<file path="config.mk">
export PLATFORM = sky130hd
export DESIGN_NAME = differential_thrust_mixer_top
export DESIGN_NICKNAME = d
export VERILOG_FILES = /design/src/design/dtm_pkg.sv /design/src/design/dtm_mix.sv /design/src/design/differential_thrust_mixer_top.sv
export SDC_FILE = /design/constraint.sdc
export NUM_CORES = 1
export LEC_CHECK = 0
export BUFFER_PORTS_ARGS = -buffer_cell sky130_fd_sc_hd__buf_2
export CELL_PAD_IN_SITES_DETAIL_PLACEMENT = 1
export CELL_PAD_IN_SITES_GLOBAL_PLACEMENT = 2
export CORE_MARGIN = 3
export CORE_UTILIZATION = 40
export DETAILED_ROUTE_END_ITERATION = 6
export PLACE_DENSITY = 0.84
export SETUP_SLACK_MARGIN = 0.2
export SYNTH_ARGS = -nofsm -noshare
export SYNTH_HDL_FRONTEND = slang
export SYNTH_SLANG_ARGS = --single-unit
</file>
<file path="constraint.sdc">
create_clock -name clk -period 18.2 [get_ports clk]
set_input_delay 2.73 -clock clk [delete_from_list [all_inputs] [get_ports clk]]
set_output_delay 2.73 -clock clk [all_outputs]
set_load 0.03 [all_outputs]
</file>
<file path="src/design/dtm_pkg.sv">
// Types and constants shared by the differential thrust mixer.
package dtm_pkg;

	localparam int unsigned LIM_W   = 15;
	localparam int unsigned TOUT_W  = 16;
	localparam int unsigned CMD_W   = 16;
	localparam int unsigned TIME_W  = 32;
	localparam int unsigned CFG_IDX_W = 2;
	localparam int unsigned CFG_DAT_W = 16;

	localparam logic [LIM_W-1:0]  DRIVE_LIM_RST = 15'd10000;
	localparam logic [LIM_W-1:0]  STEER_LIM_RST = 15'd5000;
	localparam logic [TOUT_W-1:0] TIMEOUT_RST   = 16'd1000;

	typedef enum logic [1:0] {
		KIND_THRUST = 2'd0,
		KIND_RUDDER = 2'd1,
		KIND_TICK   = 2'd2
	} kind_t;

	typedef enum logic [1:0] {
		STATUS_WAITING = 2'd0,
		STATUS_STALE   = 2'd1,
		STATUS_ACTIVE  = 2'd2
	} status_t;

	typedef enum logic [CFG_IDX_W-1:0] {
		REG_DRIVE_LIM = 2'd0,
		REG_STEER_LIM = 2'd1,
		REG_TIMEOUT   = 2'd2
	} reg_idx_t;

	typedef struct packed {
		logic [1:0]               kind;
		logic signed [CMD_W-1:0]  value;
		logic [TIME_W-1:0]        time_ms;
	} in_beat_t;

	typedef struct packed {
		logic signed [CMD_W-1:0]  left_drive;
		logic signed [CMD_W-1:0]  right_drive;
		logic [1:0]               status;
	} out_beat_t;

endpackage

</file>
<file path="src/design/dtm_mix.sv">
// Clamp and mix thrust and rudder into left and right drive commands.
module dtm_mix (
	input  logic signed [dtm_pkg::CMD_W-1:0] thrust_cmd,
	input  logic signed [dtm_pkg::CMD_W-1:0] rudder_cmd,
	input  logic [dtm_pkg::LIM_W-1:0]        drive_lim,
	input  logic [dtm_pkg::LIM_W-1:0]        steer_lim,
	output logic signed [dtm_pkg::CMD_W-1:0] left_drive,
	output logic signed [dtm_pkg::CMD_W-1:0] right_drive
);

	localparam int unsigned W = 20;

	function automatic logic signed [W-1:0] clamp_sym(
		input logic signed [W-1:0] x,
		input logic signed [W-1:0] lim
	);
		logic signed [W-1:0] res;
		res = x;
		if (x > lim) begin
			res = lim;
		end else if (x < -lim) begin
			res = -lim;
		end
		return res;
	endfunction

	logic signed [W-1:0] lim, rlim, t, r, l0, r0, l1, r1;

	always_comb begin
		lim  = signed'({{(W-dtm_pkg::LIM_W){1'b0}}, drive_lim});
		rlim = signed'({{(W-dtm_pkg::LIM_W){1'b0}}, steer_lim});
		t  = clamp_sym({{(W-dtm_pkg::CMD_W){thrust_cmd[dtm_pkg::CMD_W-1]}}, thrust_cmd}, lim);
		r  = clamp_sym({{(W-dtm_pkg::CMD_W){rudder_cmd[dtm_pkg::CMD_W-1]}}, rudder_cmd}, rlim);
		l0 = t + r;
		r0 = t - r;
		r1 = r0;
		if (l0 > lim) begin
			r1 = r0 - (l0 - lim);
		end else if (l0 < -lim) begin
			r1 = r0 - (l0 + lim);
		end
		l1 = l0;
		if (r1 > lim) begin
			l1 = l0 - (r1 - lim);
		end else if (r1 < -lim) begin
			l1 = l0 - (r1 + lim);
		end
	end

	logic signed [W-1:0] l_clamped, r_clamped;
	assign l_clamped   = clamp_sym(l1, lim);
	assign r_clamped   = clamp_sym(r1, lim);
	assign left_drive  = l_clamped[dtm_pkg::CMD_W-1:0];
	assign right_drive = r_clamped[dtm_pkg::CMD_W-1:0];

endmodule

</file>
<file path="src/design/differential_thrust_mixer_top.sv">
// Top level of the differential thrust mixer: command store, freshness check, result register.
//
//  channel  | dir | handshake          | payload
//  ---------+-----+--------------------+-------------------------------
//  in       | in  | in_valid/in_stall  | in_data  (kind, value, time_ms)
//  out      | out | out_valid/out_stall| out_data (left, right, status)
//  cfg      | in  | cfg_valid/cfg_ready| cfg_index, cfg_data
//
//  One beat per cycle while no stalled result holds the input register; a tick's result
//  passes through the input register, then the result register. Updates give no result.
//  Reset clears the seen flags, commands and stamps and loads the default limits.
//  A stalled result holds the result register and, through it, the input register.
module differential_thrust_mixer_top (
	input  logic                                 clk,
	input  logic                                 arst_n,
	input  logic                                 in_valid,
	output logic                                 in_stall,
	input  dtm_pkg::in_beat_t                    in_data,
	output logic                                 out_valid,
	input  logic                                 out_stall,
	output dtm_pkg::out_beat_t                   out_data,
	input  logic                                 cfg_valid,
	output logic                                 cfg_ready,
	input  logic [dtm_pkg::CFG_IDX_W-1:0]        cfg_index,
	input  logic [dtm_pkg::CFG_DAT_W-1:0]        cfg_data
);

	logic [dtm_pkg::LIM_W-1:0]  drive_lim_q, steer_lim_q;
	logic [dtm_pkg::TOUT_W-1:0] timeout_q;

	logic signed [dtm_pkg::CMD_W-1:0] thrust_cmd_q, rudder_cmd_q;
	logic [dtm_pkg::TIME_W-1:0]       thrust_stamp_q, rudder_stamp_q;
	logic                             thrust_seen_q, rudder_seen_q;

	logic              valid_s1;
	dtm_pkg::in_beat_t data_s1;
	logic              out_valid_q;
	dtm_pkg::out_beat_t out_data_q;

	logic advance;
	assign advance   = !out_valid_q || !out_stall;
	assign in_stall  = valid_s1 && !advance;
	assign cfg_ready = 1'b1;
	assign out_valid = out_valid_q;
	assign out_data  = out_data_q;

	always_ff @(posedge clk or negedge arst_n) begin
		if (!arst_n) begin
			drive_lim_q <= dtm_pkg::DRIVE_LIM_RST;
			steer_lim_q <= dtm_pkg::STEER_LIM_RST;
			timeout_q   <= dtm_pkg::TIMEOUT_RST;
		end else if (cfg_valid && cfg_ready) begin
			case (cfg_index)
				dtm_pkg::REG_DRIVE_LIM: drive_lim_q <= cfg_data[dtm_pkg::LIM_W-1:0];
				dtm_pkg::REG_STEER_LIM: steer_lim_q <= cfg_data[dtm_pkg::LIM_W-1:0];
				dtm_pkg::REG_TIMEOUT:   timeout_q   <= cfg_data[dtm_pkg::TOUT_W-1:0];
				default: ;
			endcase
		end
	end

	// input register
	always_ff @(posedge clk or negedge arst_n) begin
		if (!arst_n) begin
			valid_s1 <= 1'b0;
		end else if (!in_stall) begin
			valid_s1 <= in_valid;
		end
	end

	always_ff @(posedge clk) begin
		if (in_valid && !in_stall) begin
			data_s1 <= in_data;
		end
	end

	// command store
	always_ff @(posedge clk or negedge arst_n) begin
		if (!arst_n) begin
			thrust_cmd_q   <= '0;
			rudder_cmd_q   <= '0;
			thrust_stamp_q <= '0;
			rudder_stamp_q <= '0;
			thrust_seen_q  <= 1'b0;
			rudder_seen_q  <= 1'b0;
		end else if (valid_s1 && advance) begin
			case (data_s1.kind)
				dtm_pkg::KIND_THRUST: begin
					thrust_cmd_q   <= data_s1.value;
					thrust_stamp_q <= data_s1.time_ms;
					thrust_seen_q  <= 1'b1;
				end
				dtm_pkg::KIND_RUDDER: begin
					rudder_cmd_q   <= data_s1.value;
					rudder_stamp_q <= data_s1.time_ms;
					rudder_seen_q  <= 1'b1;
				end
				default: ;
			endcase
		end
	end

	logic [dtm_pkg::TIME_W-1:0] thrust_age, rudder_age;
	logic both_seen, fresh;
	logic signed [dtm_pkg::CMD_W-1:0] mix_left, mix_right;
	dtm_pkg::out_beat_t result;

	assign thrust_age = data_s1.time_ms - thrust_stamp_q;
	assign rudder_age = data_s1.time_ms - rudder_stamp_q;
	assign both_seen  = thrust_seen_q && rudder_seen_q;
	assign fresh = (thrust_age <= {{(dtm_pkg::TIME_W-dtm_pkg::TOUT_W){1'b0}}, timeout_q})
		&& (rudder_age <= {{(dtm_pkg::TIME_W-dtm_pkg::TOUT_W){1'b0}}, timeout_q});

	dtm_mix u_mix (
		.thrust_cmd  (thrust_cmd_q),
		.rudder_cmd  (rudder_cmd_q),
		.drive_lim   (drive_lim_q),
		.steer_lim   (steer_lim_q),
		.left_drive  (mix_left),
		.right_drive (mix_right)
	);

	always_comb begin
		result.left_drive  = '0;
		result.right_drive = '0;
		result.status      = dtm_pkg::STATUS_WAITING;
		if (both_seen && fresh) begin
			result.left_drive  = mix_left;
			result.right_drive = mix_right;
			result.status      = dtm_pkg::STATUS_ACTIVE;
		end else if (both_seen) begin
			result.status = dtm_pkg::STATUS_STALE;
		end
	end

	// result register
	always_ff @(posedge clk or negedge arst_n) begin
		if (!arst_n) begin
			out_valid_q <= 1'b0;
		end else if (advance) begin
			out_valid_q <= valid_s1 && (data_s1.kind == dtm_pkg::KIND_TICK);
		end
	end

	always_ff @(posedge clk) begin
		if (advance && valid_s1 && (data_s1.kind == dtm_pkg::KIND_TICK)) begin
			out_data_q <= result;
		end
	end

endmodule
</file>
==> impl_metrics.json, run 1 <==
{
  "status": "completed",
  "synthArstFlopShare": 0.635,
  "yosysMostFrequentCell": "ha_1",
  "die_area_mm2": 0.0703,
  "numCtsBuffers": 27,
  "ys_ff_latch": 230,
  "portBuffers": 108,
  "hold_viol_final": 0,
  "row_count": 94,
  "finClkSkew_ns": 0.0354,
  "cts.sinks": 230,
  "clkLatencyLatePin_ns": 0.58,
  "yosysTopAreaCell": "ha_1",
  "initial_utilization": 0.406,
  "crit_path_start_kind": "register",
  "ios": 110,
  "cp_slowest_cell": "or3b_2",
  "synthCells": 3203,
  "critPathMaxFanout": 10,
  "post-route-period-util": 0.923,
  "dr_total_vias": 25100,
  "synth_common_cells": "411 x ha_1, 348 x inv_1, 256 x a21oi_1",
  "cpPeakStageDelay_ns": 0.51,
  "drive_above_1_share": 0.146,
  "dp_hpwl_um": 82400,
  "drt_iter0_markers": 1469,
  "drv_cap": 0,
  "syn_to_final_growth_pct": 12.1,
  "synth_top_area_share": 0.191,
  "cp.arrival_ns": 17.09,
  "synthesis.area_mm2": 0.0269,
  "clockRootBuffer": "clkbuf_16",
  "min_period_ns": 16.80,
  "grt_pass1_vias": 26100,
  "worst_slew_pin_slew_ns": 1.05,
  "nNetsFinal": 3889,
  "grt_max_degree": 93,
  "gp_congestion": 0.962,
  "rsz0062_at_grt": "false",
  "fmax_mhz": 59.5,
  "tns_ns": 0,
  "finalSetupViolCount": 0,
  "grt_remaining_overflow": 0,
  "core_mm2": 0.0662,
  "final_antenna_net_count": 0,
  "hold_class": "register to register",
  "diodes": 0,
  "ff_latch_area_mm2": 0.00620,
  "r2r-start": "drive_lim_q[1]$_DFFE_PN0P_",
  "wirelength_um": 102000,
  "critPathKind": "register to register",
  "antenna_found_initial": 3,
  "ys_top_cells_by_area": "ha_1 19%, dfrtp_1 12%, edfxtp_1 9.4%",
  "hp-start": "thrust_seen_q$_DFFE_PN0P_",
  "synth_edf_count": 84,
  "clk_pin_slew_ns": 0.06,
  "syn_nets": 3725,
  "via_per_inst": 5.90,
  "multi_input_area_mm2": 0.0191,
  "ys.flop_type": "dfrtp_1",
  "crit_required_ns": 18.48,
  "cts_max_level": 1,
  "synth_cell_types": 119,
  "die_h_um": 265,
  "slew_violations": 0,
  "grt_usage": 0.287,
  "max-slew-margin-rel": 0.301,
  "die_width_um": 265,
  "syn_area_per_cell_um2": 8.39,
  "cts.path.max_buffers": 3,
  "drc": 0,
  "drt-pass1-iter-count": 5,
  "synth-seq-area-share": 0.231,
  "wl_per_cell_um": 24.1,
  "yosysWarnings": 0,
  "fillers": 7916,
  "endpoint_kind": "register",
  "tritoncts": "built",
  "setup.worst_path.start": "drive_lim_q[1]$_DFFE_PN0P_",
  "grt_pass1_wl_um": 157000
}
-- per-stage QoR --
stage	worst slack, ns	util	cells	hold slack [ns]	instance area (um2)
after floorplan	1.75	-	3203	0.435	26900
after global placement	0.622	0.437	4192	0.448	28900
after detailed placement	0.199	0.437	4192	0.459	28900
after CTS	0.223	0.452	4243	0.475	29900
after global routing	0.192	0.455	4252	0.511	30100
final	1.40	0.455	4252	0.473	30100
-- logic make-up after synthesis --
group	count (synthesis)	share of synthesized area
simple gates	895	0.165
xor+xnor	149	0.0498
fa+ha+maj	453	0.221
compound gates	899	0.215
flops	230	0.231
buf+inv	450	0.0667
mux	126	0.0514
other cells	1	0.000140
-- worst max-delay path: cells and delay by family (launching register included) --
| kind | cells | cell delay (ns) |
|---|---|---|
| xor+xnor | 3 | 0.41 |
| compound gates | 38 | 7.31 |
| simple gates | 20 | 4.09 |
| buf+inv | 9 | 1.42 |
| mux | 1 | 0.11 |
| fa+ha+maj | 9 | 2.70 |
| flops | 1 | 0.48 |
-- cells in the final DEF, fill, tap and decap left out, drive strengths merged, types with 28 or more instances in the layout --
cell type    n
ha         411
inv        358
a21oi      257
o21ai      244
nor2       233
buf        231
nand2      219
dfrtp      130
xnor2      120
nor3        97
mux2        95
edfxtp      84
a21o        76
nand3       71
nand2b      69
o21bai      50
a211oi      42
fa          38
nand4       35
nor2b       31
mux2i       31
clkbuf      30
xor2        28
-- final cells by class --
class                   count  area share
inverters                 353      0.0441
multi-input cells        2524       0.633
flip-flops and latches    230       0.206
repair buffers            231      0.0496
well taps                 864      0.0359
clock inverters            20     0.00806
clock buffers              30      0.0238
-- state kept, by name (all words and copies together) (netlist names) --
signal	flops
valid_s1	1
data_s1	50
thrust_cmd_q	16
rudder_seen_q	1
thrust_seen_q	1
rudder_stamp_q	32
thrust_stamp_q	32
out_valid	1
drive_lim_q	15
timeout_q	16
steer_lim_q	15
rudder_cmd_q	16
out_data	34
-- what timing repair did --
item / in CTS / in global routing
setup endpoints to repair: 16 / 16
buffers inserted: 0 / 9
hold buffers: 0 / 0
gates resized for setup: 3 / 39
cloned: 1 / 0
pin swaps: 0 / 7
-- path summary, 6_finish.rpt --
kind | slack (ns) | endpoint | depth (start not counted)
hold reg to reg | 0.47 | thrust_seen_q$_DFFE_PN0P_ | 1
min in group asynchronous | 2.29 | rudder_stamp_q[31]$_DFFE_PN0P_ | 1
hold / removal | 0.47 | thrust_seen_q$_DFFE_PN0P_ | 1
setup reg to reg | 1.40 | out_data[23]$_SDFFCE_PN0P_ | 80
setup / recovery | 1.40 | out_data[23]$_SDFFCE_PN0P_ | 80
max in group asynchronous | 14.59 | rudder_cmd_q[2]$_DFFE_PN0P_ | 2
-- metal layers --
metal / global-route usage / vias up / share of wire
li1: - / 11800 / -
met1: 0.366 / 12400 / 0.43
met2: 0.498 / 611 / 0.48
met3: 0.0292 / 215 / 0.044
met4: 0.118 / 0 / 0.048
met5: 0 / - / 0
Power of run 1 is not shown: default switching activity piles up to over one toggle a cycle in this logic, so the estimate is an artifact.
==> run 2: changes to the inputs <==
Settings changed: CORE_MARGIN 3 to 2.
==> impl_metrics.json, run 2 (same netlist as run 1, synthesis figures left out) <==
{
  "largest_reg_flops": 50,
  "critPathKind": "register to register",
  "drt_iter0_markers": 1329,
  "clk_pin_slew_ns": 0.07,
  "cp.arrival_ns": 17.29,
  "hold_viol_final": 0,
  "antenna_found_initial": 2,
  "cp_slowest_cell": "o31ai_1",
  "ff_latch_area_mm2": 0.00620,
  "row_count": 95,
  "nNetsFinal": 3890,
  "cts_max_level": 1,
  "endpoint_kind": "register",
  "final_common_cell": "ha_1",
  "drv_cap": 0,
  "dr_total_vias": 25000,
  "dp_hpwl_um": 82400,
  "cpPeakStageDelay_ns": 0.80,
  "tritoncts": "built",
  "regMostFlops": "data_s1",
  "top_usage_layer": "met2",
  "wirelength_um": 102000,
  "grt_remaining_overflow": 0,
  "syn_to_final_growth_pct": 11.9,
  "drt-pass1-iter-count": 5,
  "grt_usage": 0.293,
  "wl_per_cell_um": 24.0,
  "die_area_mm2": 0.0693,
  "critPathMaxFanout": 10,
  "max-slew-margin-rel": 0.327,
  "final_util": 0.450,
  "slew_violations": 0,
  "cp-endpoint": "out_data[20]$_SDFFCE_PN0P_",
  "crit_path_start_kind": "register",
  "design_area_mm2": 0.0301,
  "clkLatencyLatePin_ns": 0.58,
  "core_mm2": 0.0668,
  "grt_max_degree": 87,
  "finalSetupViolCount": 0,
  "die_width_um": 263,
  "fmax_mhz": 58.8,
  "tns_ns": 0,
  "clockRootBuffer": "clkbuf_16",
  "ff2ff_setup_slack_ns": 1.21,
  "cts.sinks": 230,
  "use_met1": 0.368,
  "cts.path.max_buffers": 3,
  "grt_pass1_wl_um": 158000,
  "grt_pass1_vias": 26600,
  "post-route-period-util": 0.934,
  "drc": 0,
  "via_per_inst": 5.86,
  "diodes": 0,
  "gp_congestion": 0.994,
  "grtUsageMet2": 0.511,
  "r2r_end": "out_data[20]$_SDFFCE_PN0P_",
  "status": "completed",
  "cts_hold_buffers": 0,
  "hold_class": "register to register",
  "placed_cell_area_mm2": 0.0290,
  "rr_worst_depth": 67,
  "min_period_ns": 16.99,
  "met3_usage": 0.0286,
  "numCtsBuffers": 27,
  "fillers": 8022,
  "die_h_um": 263,
  "r2r-start": "drive_lim_q[1]$_DFFE_PN0P_",
  "multi_input_area_mm2": 0.0191,
  "final_antenna_net_count": 0,
  "final_cell_mix": "411 x ha_1, 348 x inv_1, 250 x a21oi_1",
  "finClkSkew_ns": 0.0255,
  "crit_required_ns": 18.50,
  "initial_utilization": 0.402,
  "setup.worst_path.start": "drive_lim_q[1]$_DFFE_PN0P_",
  "drive_above_1_share": 0.144,
  "ios": 110,
  "rsz0062_at_grt": "false",
  "worst_slew_pin_slew_ns": 1.00,
  "portBuffers": 108
}
## run 2: cell types whose count changed in the layout (fill, tap and decap cells not counted), moves of 2 or more
cell / before / now
inv_6: 3 / 1
bufinv_16: 4 / 1
inv_4: 4 / 1
clkinv_1: 3 / 5
a21oi_1: 252 / 250
clkbuf_1: 1 / 4
o21ai_0: 214 / 212
clkinvlp_4: 0 / 2
## run 2: repair_timing
| item | 4_1_cts | 5_1_grt |
|---|---|---|
| resized for setup | 6 | 39 |
| pin swaps | 1 | 5 |
| endpoints found under the setup margin | 16 | 16 |
| cloned | 1 | 0 |
| setup buffers | 1 | 4 |
## run 2: how the worst min path moves through the flow
stage | startpoint | cells past startpoint | end | slack (ns)
floorplan | rudder_seen_q$_DFFE_PN0P_ | 1 | rudder_seen_q$_DFFE_PN0P_ | 0.43
global placement | rudder_seen_q$_DFFE_PN0P_ | 1 | rudder_seen_q$_DFFE_PN0P_ | 0.45
detailed placement | thrust_seen_q$_DFFE_PN0P_ | 1 | thrust_seen_q$_DFFE_PN0P_ | 0.46
CTS | thrust_seen_q$_DFFE_PN0P_ | 1 | thrust_seen_q$_DFFE_PN0P_ | 0.48
global route | thrust_seen_q$_DFFE_PN0P_ | 1 | thrust_seen_q$_DFFE_PN0P_ | 0.51
finish | thrust_seen_q$_DFFE_PN0P_ | 1 | thrust_seen_q$_DFFE_PN0P_ | 0.47
## run 2: layout make-up
type,count,area share
tap,873,0.0363
multi-input combinational,2524,0.634
clock inverter,17,0.00520
timing repair buffer,232,0.0501
sequential,230,0.206
inverter,353,0.0441
clock buffer,33,0.0239
## run 2: per-layer routing
| metal | routed length (um) | share of wire |
|---|---|---|
| met4 | 5000 | 0.049 |
| met5 | 0 | 0 |
| met1 | 43800 | 0.43 |
| met3 | 4630 | 0.045 |
| met2 | 49100 | 0.48 |
## run 2: worst max-delay path, delay by kind of cell (launching register included)
kind / cells / cell delay (ns)
multiplexers: 3 / 0.99
AO/OA/AOI/OAI: 29 / 6.88
adder cells (fa/ha/maj): 8 / 2.67
flip-flops: 1 / 0.51
XOR/XNOR: 1 / 0.09
AND/OR/NAND/NOR: 17 / 3.33
buffers and inverters: 9 / 2.15
## run 2: through the flow
step	setup WS, ns	std cells	hold WS (ns)
after detailed placement	-0.329	4206	0.459
after CTS	0.206	4258	0.479
final	1.21	4262	0.475
after global routing	0.227	4262	0.508
after global placement	0.697	4206	0.448
after floorplan	1.75	3203	0.435
Power of run 2 is left out for the same reason.
